$ cat src/design/ealu_pkg.sv
// Package with the shared types and codes of the eight-bit ALU with condition flags.
`default_nettype none

package ealu_pkg;

    // Operation selector codes.
    typedef enum logic [4:0] {
        FN_ADD    = 5'd0,
        FN_ADC    = 5'd1,
        FN_SUB    = 5'd2,
        FN_SBC    = 5'd3,
        FN_OR     = 5'd4,
        FN_AND    = 5'd5,
        FN_TCM    = 5'd6,
        FN_TM     = 5'd7,
        FN_CP     = 5'd8,
        FN_XOR    = 5'd9,
        FN_INC    = 5'd10,
        FN_DEC    = 5'd11,
        FN_COM    = 5'd12,
        FN_RL     = 5'd13,
        FN_RLC    = 5'd14,
        FN_RR     = 5'd15,
        FN_RRC    = 5'd16,
        FN_SRA    = 5'd17,
        FN_SWAP   = 5'd18,
        FN_CLR    = 5'd19,
        FN_RCF    = 5'd20,
        FN_SCF    = 5'd21,
        FN_CCF    = 5'd22,
        FN_CCTEST = 5'd23,
        FN_NOP    = 5'd24
    } t_func;

    // Condition codes (low three bits of the condition field).
    typedef enum logic [2:0] {
        CC_NEVER = 3'd0,
        CC_LT    = 3'd1,
        CC_LE    = 3'd2,
        CC_ULE   = 3'd3,
        CC_OV    = 3'd4,
        CC_MI    = 3'd5,
        CC_Z     = 3'd6,
        CC_ULT   = 3'd7
    } t_cond;

    // Bit positions inside the flags byte.
    localparam int FL_C = 0;
    localparam int FL_Z = 1;
    localparam int FL_S = 2;
    localparam int FL_V = 3;
    localparam int FL_D = 4;
    localparam int FL_H = 5;

    localparam int CC_INV = 3;

    localparam logic [7:0] INC_OVF = 8'h80;
    localparam logic [7:0] DEC_OVF = 8'h7F;

    typedef struct packed {
        logic [4:0] func;
        logic [7:0] operand_a;
        logic [7:0] operand_b;
        logic [5:0] flags_in;
        logic [3:0] cond_code;
    } t_alu_in;

    typedef struct packed {
        logic [7:0] result;
        logic       writes_result;
        logic       cond_true;
        logic [5:0] flags_out;
    } t_alu_res;

endpackage

`default_nettype wire

$ cat src/design/ealu_alu.sv
// Combinational datapath: byte operation, flag update and condition test.
`default_nettype none

module ealu_alu
    import ealu_pkg::*;
(
    input  t_alu_in  i_op,
    output t_alu_res o_res
);

    logic [7:0] a, b, r;
    logic [5:0] f, nf;
    logic       wr, cin, ci, cout, t;
    logic [8:0] sum9, diff9;
    logic [4:0] half5, hdiff5;

    assign a   = i_op.operand_a;
    assign b   = i_op.operand_b;
    assign f   = i_op.flags_in;
    assign cin = f[FL_C];

    // Carry-in for add with carry, borrow-in for subtract with borrow.
    always_comb begin
        ci = 1'b0;
        if (i_op.func == FN_ADC || i_op.func == FN_SBC) begin
            ci = cin;
        end
    end

    assign sum9   = {1'b0, a} + {1'b0, b} + {8'd0, ci};
    assign half5  = {1'b0, a[3:0]} + {1'b0, b[3:0]} + {4'd0, ci};
    assign diff9  = {1'b0, a} - {1'b0, b} - {8'd0, ci};
    assign hdiff5 = {1'b0, a[3:0]} - {1'b0, b[3:0]} - {4'd0, ci};

    always_comb begin
        r    = 8'd0;
        wr   = 1'b0;
        nf   = f;
        cout = 1'b0;
        unique case (t_func'(i_op.func))
            FN_ADD, FN_ADC: begin
                r  = sum9[7:0];
                wr = 1'b1;
                nf = 6'd0;
                nf[FL_C] = sum9[8];
                nf[FL_H] = half5[4];
                nf[FL_V] = (a[7] ^ r[7]) & (b[7] ^ r[7]);
                nf[FL_Z] = (r == 8'd0);
                nf[FL_S] = r[7];
            end
            FN_SUB, FN_SBC, FN_CP: begin
                r  = diff9[7:0];
                nf[FL_C] = diff9[8];
                nf[FL_V] = (a[7] ^ b[7]) & (a[7] ^ r[7]);
                nf[FL_Z] = (r == 8'd0);
                nf[FL_S] = r[7];
                // Compare leaves direction and half carry alone.
                if (i_op.func != FN_CP) begin
                    wr = 1'b1;
                    nf[FL_H] = hdiff5[4];
                    nf[FL_D] = 1'b1;
                end
            end
            FN_OR, FN_AND, FN_TCM, FN_TM, FN_XOR, FN_COM, FN_SWAP: begin
                unique case (t_func'(i_op.func))
                    FN_OR:   r = a | b;
                    FN_AND:  r = a & b;
                    FN_TCM:  r = ~a & b;
                    FN_TM:   r = a & b;
                    FN_XOR:  r = a ^ b;
                    FN_COM:  r = ~a;
                    default: r = {a[3:0], a[7:4]};
                endcase
                wr = !(i_op.func == FN_TCM || i_op.func == FN_TM);
                nf[FL_Z] = (r == 8'd0);
                nf[FL_S] = r[7];
                nf[FL_V] = 1'b0;
            end
            FN_INC, FN_DEC: begin
                wr = 1'b1;
                if (i_op.func == FN_INC) begin
                    r = a + 8'd1;
                    nf[FL_V] = (r == INC_OVF);
                end else begin
                    r = a - 8'd1;
                    nf[FL_V] = (r == DEC_OVF);
                end
                nf[FL_Z] = (r == 8'd0);
                nf[FL_S] = r[7];
            end
            FN_RL, FN_RLC, FN_RR, FN_RRC, FN_SRA: begin
                wr = 1'b1;
                unique case (t_func'(i_op.func))
                    FN_RL:   begin r = {a[6:0], a[7]}; cout = a[7]; end
                    FN_RLC:  begin r = {a[6:0], cin};  cout = a[7]; end
                    FN_RR:   begin r = {a[0], a[7:1]}; cout = a[0]; end
                    FN_RRC:  begin r = {cin, a[7:1]};  cout = a[0]; end
                    default: begin r = {a[7], a[7:1]}; cout = a[0]; end
                endcase
                nf[FL_C] = cout;
                nf[FL_Z] = (r == 8'd0);
                nf[FL_S] = r[7];
                nf[FL_V] = 1'b0;
            end
            FN_CLR: begin
                wr = 1'b1;
            end
            FN_RCF: nf[FL_C] = 1'b0;
            FN_SCF: nf[FL_C] = 1'b1;
            FN_CCF: nf[FL_C] = ~cin;
            default: begin
                // Condition test, no-op and unused selectors keep everything.
            end
        endcase
    end

    always_comb begin
        unique case (t_cond'(i_op.cond_code[2:0]))
            CC_NEVER: t = 1'b0;
            CC_LT:    t = f[FL_S] ^ f[FL_V];
            CC_LE:    t = f[FL_Z] | (f[FL_S] ^ f[FL_V]);
            CC_ULE:   t = f[FL_C] | f[FL_Z];
            CC_OV:    t = f[FL_V];
            CC_MI:    t = f[FL_S];
            CC_Z:     t = f[FL_Z];
            default:  t = f[FL_C];
        endcase
    end

    assign o_res.result        = r;
    assign o_res.writes_result = wr;
    assign o_res.cond_true     = t ^ i_op.cond_code[CC_INV];
    assign o_res.flags_out     = nf;

endmodule

`default_nettype wire

$ cat src/design/eight_bit_alu_flags_core.sv
// Top level of the eight-bit ALU with condition flags: input and result registers.
//
// Usage: drive the operation selector, both operand bytes, the current flags
// and a condition code, and raise start for one cycle. A transaction is taken
// at every rising edge where start is high and busy is low; busy never rises,
// so one transaction can be issued in every clock cycle.
// The operation is captured in an input register, computed by one pass of
// shallow byte logic, and caught in the result register. o_valid is loaded into
// the result stage from the input valid register and stays high for one cycle with
// the result byte, the write-back indication, the condition truth (tested
// on the incoming flags) and the new flags. Throughput is one transaction per
// cycle, set by the single registered datapath pass. The receiver cannot stall:
// each result is shown for exactly one cycle and must be taken then. A
// synchronous active-low reset drops all in-flight transactions and clears
// o_valid; payload registers are not reset.
`default_nettype none

module eight_bit_alu_flags_core
    import ealu_pkg::*;
(
    input  wire logic       i_clk,
    input  wire logic       i_rst_n,
    input  wire logic       start,
    output logic            busy,
    input  wire logic [4:0] i_func,
    input  wire logic [7:0] i_operand_a,
    input  wire logic [7:0] i_operand_b,
    input  wire logic [5:0] i_flags_in,
    input  wire logic [3:0] i_cond_code,
    output logic            o_valid,
    output logic [7:0]      o_result,
    output logic            o_writes_result,
    output logic            o_cond_true,
    output logic [5:0]      o_flags_out
);

    logic     r_in_vld, n_in_vld;
    t_alu_in  r_in, n_in;
    logic     r_out_vld, n_out_vld;
    t_alu_res r_out, n_out;

    assign busy      = 1'b0;
    assign n_in_vld  = start && !busy;
    assign n_in      = '{func: i_func, operand_a: i_operand_a, operand_b: i_operand_b,
                         flags_in: i_flags_in, cond_code: i_cond_code};
    assign n_out_vld = r_in_vld;

    ealu_alu u_alu (
        .i_op  (r_in),
        .o_res (n_out)
    );

    always_ff @(posedge i_clk) begin
        if (!i_rst_n) begin
            r_in_vld  <= 1'b0;
            r_out_vld <= 1'b0;
        end else begin
            r_in_vld  <= n_in_vld;
            r_out_vld <= n_out_vld;
        end
    end

    always_ff @(posedge i_clk) begin
        if (n_in_vld) begin
            r_in <= n_in;
        end
        if (n_out_vld) begin
            r_out <= n_out;
        end
    end

    assign o_valid         = r_out_vld;
    assign o_result        = r_out.result;
    assign o_writes_result = r_out.writes_result;
    assign o_cond_true     = r_out.cond_true;
    assign o_flags_out     = r_out.flags_out;

`ifndef NO_ASSERTIONS
    a_accept_reaches_output: assert property (@(posedge i_clk) disable iff (!i_rst_n)
        (start && !busy) |=> ##1 o_valid)
        else $error("accepted transaction did not produce a result");

    a_no_spurious_result: assert property (@(posedge i_clk) disable iff (!i_rst_n)
        !r_in_vld |=> !o_valid)
        else $error("result strobe without a transaction in flight");

    a_clr_keeps_flags: assert property (@(posedge i_clk) disable iff (!i_rst_n)
        (r_in_vld && r_in.func == FN_CLR) |=>
        (o_result == 8'd0 && o_writes_result && o_flags_out == $past(r_in.flags_in)))
        else $error("clear altered flags or gave a nonzero result");

    a_cp_no_write: assert property (@(posedge i_clk) disable iff (!i_rst_n)
        (r_in_vld && r_in.func == FN_CP) |=>
        (!o_writes_result && o_flags_out[FL_D] == $past(r_in.flags_in[FL_D])
         && o_flags_out[FL_H] == $past(r_in.flags_in[FL_H])))
        else $error("compare wrote back or changed direction or half carry");
`endif

endmodule

`default_nettype wire
$ cat config.mk
export PLATFORM = sky130hd
export DESIGN_NAME = eight_bit_alu_flags_core
export DESIGN_NICKNAME = d
export VERILOG_FILES = /design/src/design/ealu_pkg.sv /design/src/design/ealu_alu.sv /design/src/design/eight_bit_alu_flags_core.sv
export SDC_FILE = /design/constraint.sdc
export NUM_CORES = 1
export LEC_CHECK = 0
export BUFFER_PORTS_ARGS = -buffer_cell sky130_fd_sc_hd__buf_2
export CAP_MARGIN = 15
export CORE_MARGIN = 10
export CORE_UTILIZATION = 63
export CTS_CLUSTER_DIAMETER = 200
export CTS_CLUSTER_SIZE = 10
export DETAILED_ROUTE_END_ITERATION = 7
export GPL_ROUTABILITY_DRIVEN = 1
export HOLD_SLACK_MARGIN = 0.02
export PLACE_DENSITY = 0.86
export SYNTH_ARGS = -nofsm -noshare
export SYNTH_HDL_FRONTEND = slang
export SYNTH_SLANG_ARGS = --single-unit
$ cat constraint.sdc
create_clock -name i_clk -period 5.4 [get_ports i_clk]
set_input_delay 0.27 -clock i_clk [delete_from_list [all_inputs] [get_ports i_clk]]
set_output_delay 0.27 -clock i_clk [all_outputs]
set_load 0.02 [all_outputs]
==> results_dict.tcl, run 1 <==
set metrics [dict create \
    drt_iter0_drc 626 \
    drive_above_1_share_pct 14.1 \
    cap_violations 0 \
    synth_fp_nets 545 \
    start_util_pct 64.0 \
    ioPinCount 52 \
    avgViaCountPerCell 6.72 \
    min_period_ns 4.06 \
    drt-pass1-iter-count 6 \
    synth_seq_area_share_pct 33.8 \
    cp.required_ns 5.55 \
    wl_per_cell_um 21.3 \
    crit_path_max_incr_delay_ns 0.66 \
    power.density_nw_per_um2 252 \
    synth_top_cell_by_area "edfxtp_1" \
    worst_path_max_delay_cell "edfxtp_1" \
    grt_start_max_net_pins 33 \
    n_antenna_cell 0 \
    synthArstFlopShare_pct 0 \
    cts_hold_buf 0 \
    postCtsSetupBuffers 0 \
    peakVddDrop_v 0.000155 \
    dieHeight_um 103 \
    hp-class "input pin to register" \
    numPortBuffers 50 \
    ys_types 71 \
    post-dp-hpwl_mm 9.54 \
    p_leak_nw 1.79 \
    yosys_warnings 0 \
    synth_area_um2 4300 \
    syn_avg_cell_area_um2 9.07 \
    yosysTopAreaCellShare_pct 32.8 \
    cpMostUsedCell "fa_1" \
    fin_skew_ns 0.00956 \
    vias 3974 \
    end_kind "register" \
    grt.total_usage_pct 24.0 \
    globalplace.congestion 1.03 \
    path_buf_inv 1 \
    maxSlewHeadroom_pct 35.8 \
    die_w_um 103 \
    cts_buffers 5 \
    htreeDepth 2 \
    rsz0062_at_grt "no" \
    setup_viol 0 \
    route.detailed.drc 0 \
    die_area_um2 10500 \
    arrival_ns 4.21 \
    cts_num_sinks 49 \
    place_inst 583 \
    max_freq_ghz 0.246 \
    fillers 574 \
    grt_antenna_before_repair 0 \
    clockBufferDepth 2 \
    cts_resized 0 \
    finalNetCount 581 \
    rows 30 \
    cts_tree "done" \
    yosys-top-cells-area "edfxtp_1 (33%), ha_1 (9.6%), nand2_1 (4.1%)" \
    overflow 0 \
    clk_pin_slew_ns 0.10 \
    finalHoldViolCount 0 \
    syn_to_final_growth_pct 7.89 \
    instances_no_fill 591 \
    critPathLaunchType "register" \
    ant_nets 0 \
    wl_mm 12.6 \
    cts-root-buf "clkbuf_8" \
    syn_inst 474 \
    first_global_vias 3722 \
    crit_chain "inv_1 > nand2_1 > nor2_1 > nand3_1 > fa_1 > fa_1 > o21ai_0 > nor2b_1 > xnor2_1 > nor4_1 > and4b_1 > a211oi_1 > a31oi_1" \
    synth_seq_cells 49 \
    path_class "register to register" \
    status "completed" \
    critPathTopFamily "simple AND/OR/NAND/NOR gates" \
    crit_fanout 22 \
    synth_ff_type "edfxtp_1" \
    clkLatencyLatePin_ns 0.31 \
    grt_pass1_wl_mm 19.6 \
    drv_slew 0 \
    synth_edf_count 47 \
    worst_slew_pin_slew_ns 0.963 \
    fin_crit_sh_pct 75.3 \
    synth_top_cells_by_count "edfxtp_1 (47), nand2_1 (47), a21oi_1 (33), ha_1 (33), inv_1 (27)" \
    core-area_um2 6720 \
    fin_tns_setup_ns 0 \
]
-- path summary, 6_finish.rpt --
kind / from / endpoint / slack (ns) / cells past startpoint
setup reg to reg: r_in[30]$_DFFE_PP_ / o_flags_out[1]$_DFFE_PP_ / 1.34 / 13
hold / removal: i_operand_a[5] / r_in[23]$_DFFE_PP_ / 0.12 / 1
hold reg to reg: r_in[9]$_DFFE_PP_ / o_flags_out[5]$_DFFE_PP_ / 0.61 / 2
setup / recovery: r_in[30]$_DFFE_PP_ / o_flags_out[1]$_DFFE_PP_ / 1.34 / 13
-- layout by cell type (no fill, tap or decap), types with 4 or more instances in the layout --
cell type and instances:
a211oi_1 5, a21o_1 4, a21oi_1 33, a222oi_1 4, a22oi_1 4, a31oi_1 7, and2_1 5, buf_2 50
clkbuf_8 5, edfxtp_1 47, fa_1 4, ha_1 33, inv_1 27, mux2i_1 12, nand2_1 47, nand2b_1 8
nand3_1 15, nand3b_1 5, nand4_1 4, nor2_1 25, nor2b_1 6, nor3_1 20, nor4_1 7, o21ai_0 25
o221ai_1 4, o22ai_1 9, o31ai_1 4, or3_1 5, xnor2_1 14, xor2_1 7
-- layout make-up --
cell class,count,area (µm²),area share [%]
inverters,29,109,2.35
flip-flops and latches,49,1450,31.3
clock buffers,5,68.8,1.48
clock inverters,3,26.3,0.567
repair buffers,53,273,5.88
well taps,80,100,2.16
multi-input cells,372,2610,56.3
-- cells by family after synthesis --
| logic type | Yosys count | synth area share, % |
|---|---|---|
| simple gates | 166 | 20.6 |
| compound gates | 134 | 21.3 |
| mux | 13 | 3.06 |
| other cells | 1 | 0.0873 |
| flops | 49 | 33.8 |
| xor+xnor | 21 | 4.28 |
| fa+ha+maj | 37 | 11.5 |
| buf+inv | 53 | 5.53 |
-- where the power goes --
group          switching [mW]  total, mW  internal [mW]
sequential             0.0518      0.510          0.458
combinational           0.258      0.427          0.169
clock                   0.136      0.230         0.0944
-- per-layer routing --
layer  vias up  GRT usage [%]  wire [µm]
met1      1805           33.0       5290
met4         0           9.76        418
met2       276           36.8       5570
li1       1857              -          -
met5         -              0          0
met3        36           3.82       1330
-- registers in the layout, summed over array words and instances, names as in the netlist --
register         flops
n_out_vld            1
o_cond_true          1
o_flags_out          6
o_result             8
o_valid              1
o_writes_result      1
r_in                31
-- stage by stage --
stage | setup slack [ns] | utilization (%) | power [mW] | instance area, µm² | hold WS [ns]
after global placement | 1.64 | 67.6 | 0.927 | 4540 | 0.446
final | 1.34 | 69.0 | 1.17 | 4640 | 0.121
after floorplan | 2.06 | - | 0.814 | 4300 | 0.369
after CTS | 1.41 | 69.0 | 1.16 | 4640 | 0.121
after global routing | 1.06 | 69.0 | 1.23 | 4640 | 0.112
after detailed placement | 1.46 | 67.6 | 0.932 | 4540 | 0.448
(Power assumes the default switching activity.)
==> run 2: changes to the inputs <==
CORE_UTILIZATION = 60   (was 63)
PLACE_DENSITY = 0.83   (was 0.86)
clock period = 4.16 ns   (was 5.4 ns; I/O delays follow)
==> results_dict.tcl, run 2 (same netlist as run 1, synthesis figures left out) <==
set metrics [dict create \
    crit_path_max_incr_delay_ns 0.58 \
    fin_tns_setup_ns 0 \
    final_common_cell "buf_2" \
    cts_resized 0 \
    critPathTopFamily "compound AO/OA/AOI/OAI gates" \
    critPathLaunchType "register" \
    post-dp-hpwl_mm 10.2 \
    route.detailed.drc 0 \
    p_leak_nw 1.87 \
    drt-pass1-iter-count 6 \
    multi_input_area_um2 2610 \
    status "completed" \
    start_util_pct 62.6 \
    maxSlewHeadroom_pct 33.4 \
    syn_to_final_growth_pct 11.2 \
    htreeDepth 2 \
    cpMostUsedCell "inv_1" \
    power.total_mw 1.63 \
    overflow 0 \
    final_cell_mix "buf_2 (50), nand2_1 (47), edfxtp_1 (47)" \
    wl_per_cell_um 21.3 \
    grt_start_max_net_pins 33 \
    finalNetCount 592 \
    drive_above_1_share_pct 15.9 \
    fin_skew_ns 0.0134 \
    worst_path_max_delay_cell "edfxtp_1" \
    rsz0062_at_grt "no" \
    drv_slew 0 \
    cts_hold_buf 0 \
    cts_buffers 5 \
    cts-root-buf "clkbuf_8" \
    clockBufferDepth 2 \
    grt_antenna_before_repair 0 \
    finalHoldViolCount 0 \
    drt_iter0_drc 582 \
    path_buf_inv 3 \
    globalplace.congestion 0.976 \
    die_w_um 105 \
    path_class "register to register" \
    peakVddDrop_v 0.000189 \
    die_area_um2 10900 \
    n_antenna_cell 0 \
    rows 30 \
    power.density_nw_per_um2 342 \
    worst_slew_pin_slew_ns 0.999 \
    crit_chain "inv_1 > nand2_1 > nor2_1 > nand3_1 > inv_1 > fa_1 > inv_1 > ha_1 > o21ai_0 > a211o_1 > a211oi_1 > nor2_1 > a21oi_1 > nand3_1 > a21o_1" \
    fin_crit_sh_pct 94.9 \
    hp-class "input pin to register" \
    arrival_ns 4.01 \
    regArea_um2 1450 \
    clkLatencyLatePin_ns 0.30 \
    cap_violations 0 \
    wl_mm 13.2 \
    vias 4109 \
    first_global_vias 3705 \
    cts_tree "done" \
    top_register "r_in" \
    crit_fanout 13 \
    ant_nets 0 \
    setup_viol 0 \
    numPortBuffers 50 \
    grt_pass1_wl_mm 20.7 \
    clk_pin_slew_ns 0.09 \
    max_freq_ghz 0.253 \
    avgViaCountPerCell 6.65 \
    dieHeight_um 105 \
    cts_num_sinks 49 \
    grt.total_usage_pct 23.0 \
    largest_reg_flops 31 \
    cp.required_ns 4.22 \
    min_period_ns 3.95 \
    fillers 561 \
    end_kind "register" \
    core-area_um2 6870 \
    ioPinCount 52 \
    postCtsSetupBuffers 0 \
]
[run 2: cell count changes in the layout (fill, tap and decap cells not counted), sizes merged]
| cell | delta |
|---|---|
| clkinv | +1 |
| clkinvlp | -2 |
| bufinv | +2 |
| inv | -1 |
| buf | +11 |
[run 2: area by class of cell]
type                    count  share of cell area, %
well taps                  96                   2.51
repair buffers             64                   7.44
flip-flops and latches     49                   30.4
inverters                  29                   2.28
multi-input cells         372                   54.6
clock buffers               5                   1.44
clock inverters             3                   1.36
[run 2: path summary, 6_finish.rpt]
path	slack, ns	start	end	depth (start not counted)
worst min-delay path	0.07	i_func[4]	r_in[30]$_DFFE_PP_	1
worst min register to register	0.58	r_in[3]$_DFFE_PP_	o_cond_true$_DFFE_PP_	1
worst max register to register	0.21	r_in[28]$_DFFE_PP_	o_flags_out[2]$_DFFE_PP_	15
worst max-delay path	0.21	r_in[28]$_DFFE_PP_	o_flags_out[2]$_DFFE_PP_	15
[run 2: per-stage QoR]
stage / hold WS [ns] / util, % / std cells / area (µm²) / setup WS [ns]
2_1_floorplan: 0.307 / - / 474 / 4300 / 0.819
3_3_place_gp: 0.384 / 67.6 / 610 / 4640 / 0.496
3_5_place_dp: 0.386 / 67.6 / 610 / 4640 / 0.336
4_1_cts: 0.0727 / 69.6 / 618 / 4780 / 0.273
5_1_grt: 0.0602 / 69.6 / 618 / 4780 / 0.0298
6_report: 0.0724 / 69.6 / 618 / 4780 / 0.211
[run 2: layer usage]
layer / share of wire [%] / vias up / track usage [%]
met4: 3.0 / 0 / 6.37
met1: 40 / 1901 / 31.0
li1: - / 1879 / -
met3: 12 / 41 / 5.41
met2: 45 / 288 / 35.9
met5: 0 / - / 0
[run 2: power by group]
group	switching [mW]	internal [mW]	leakage, nW
sequential	0.0489	0.595	0.464
combinational	0.364	0.230	1.34
clock	0.158	0.239	0.0681
total	0.570	1.06	1.87
[run 2: worst register-to-register path, cell delays in order, from the launching register on]
cell      delay, ns
edfxtp_1       0.58
inv_1          0.20
nand2_1        0.14
nor2_1         0.25
nand3_1        0.23
inv_1          0.12
fa_1           0.46
inv_1          0.10
ha_1           0.14
o21ai_0        0.15
a211o_1        0.33
a211oi_1       0.47
nor2_1         0.08
a21oi_1        0.16
nand3_1        0.13
a21o_1         0.18
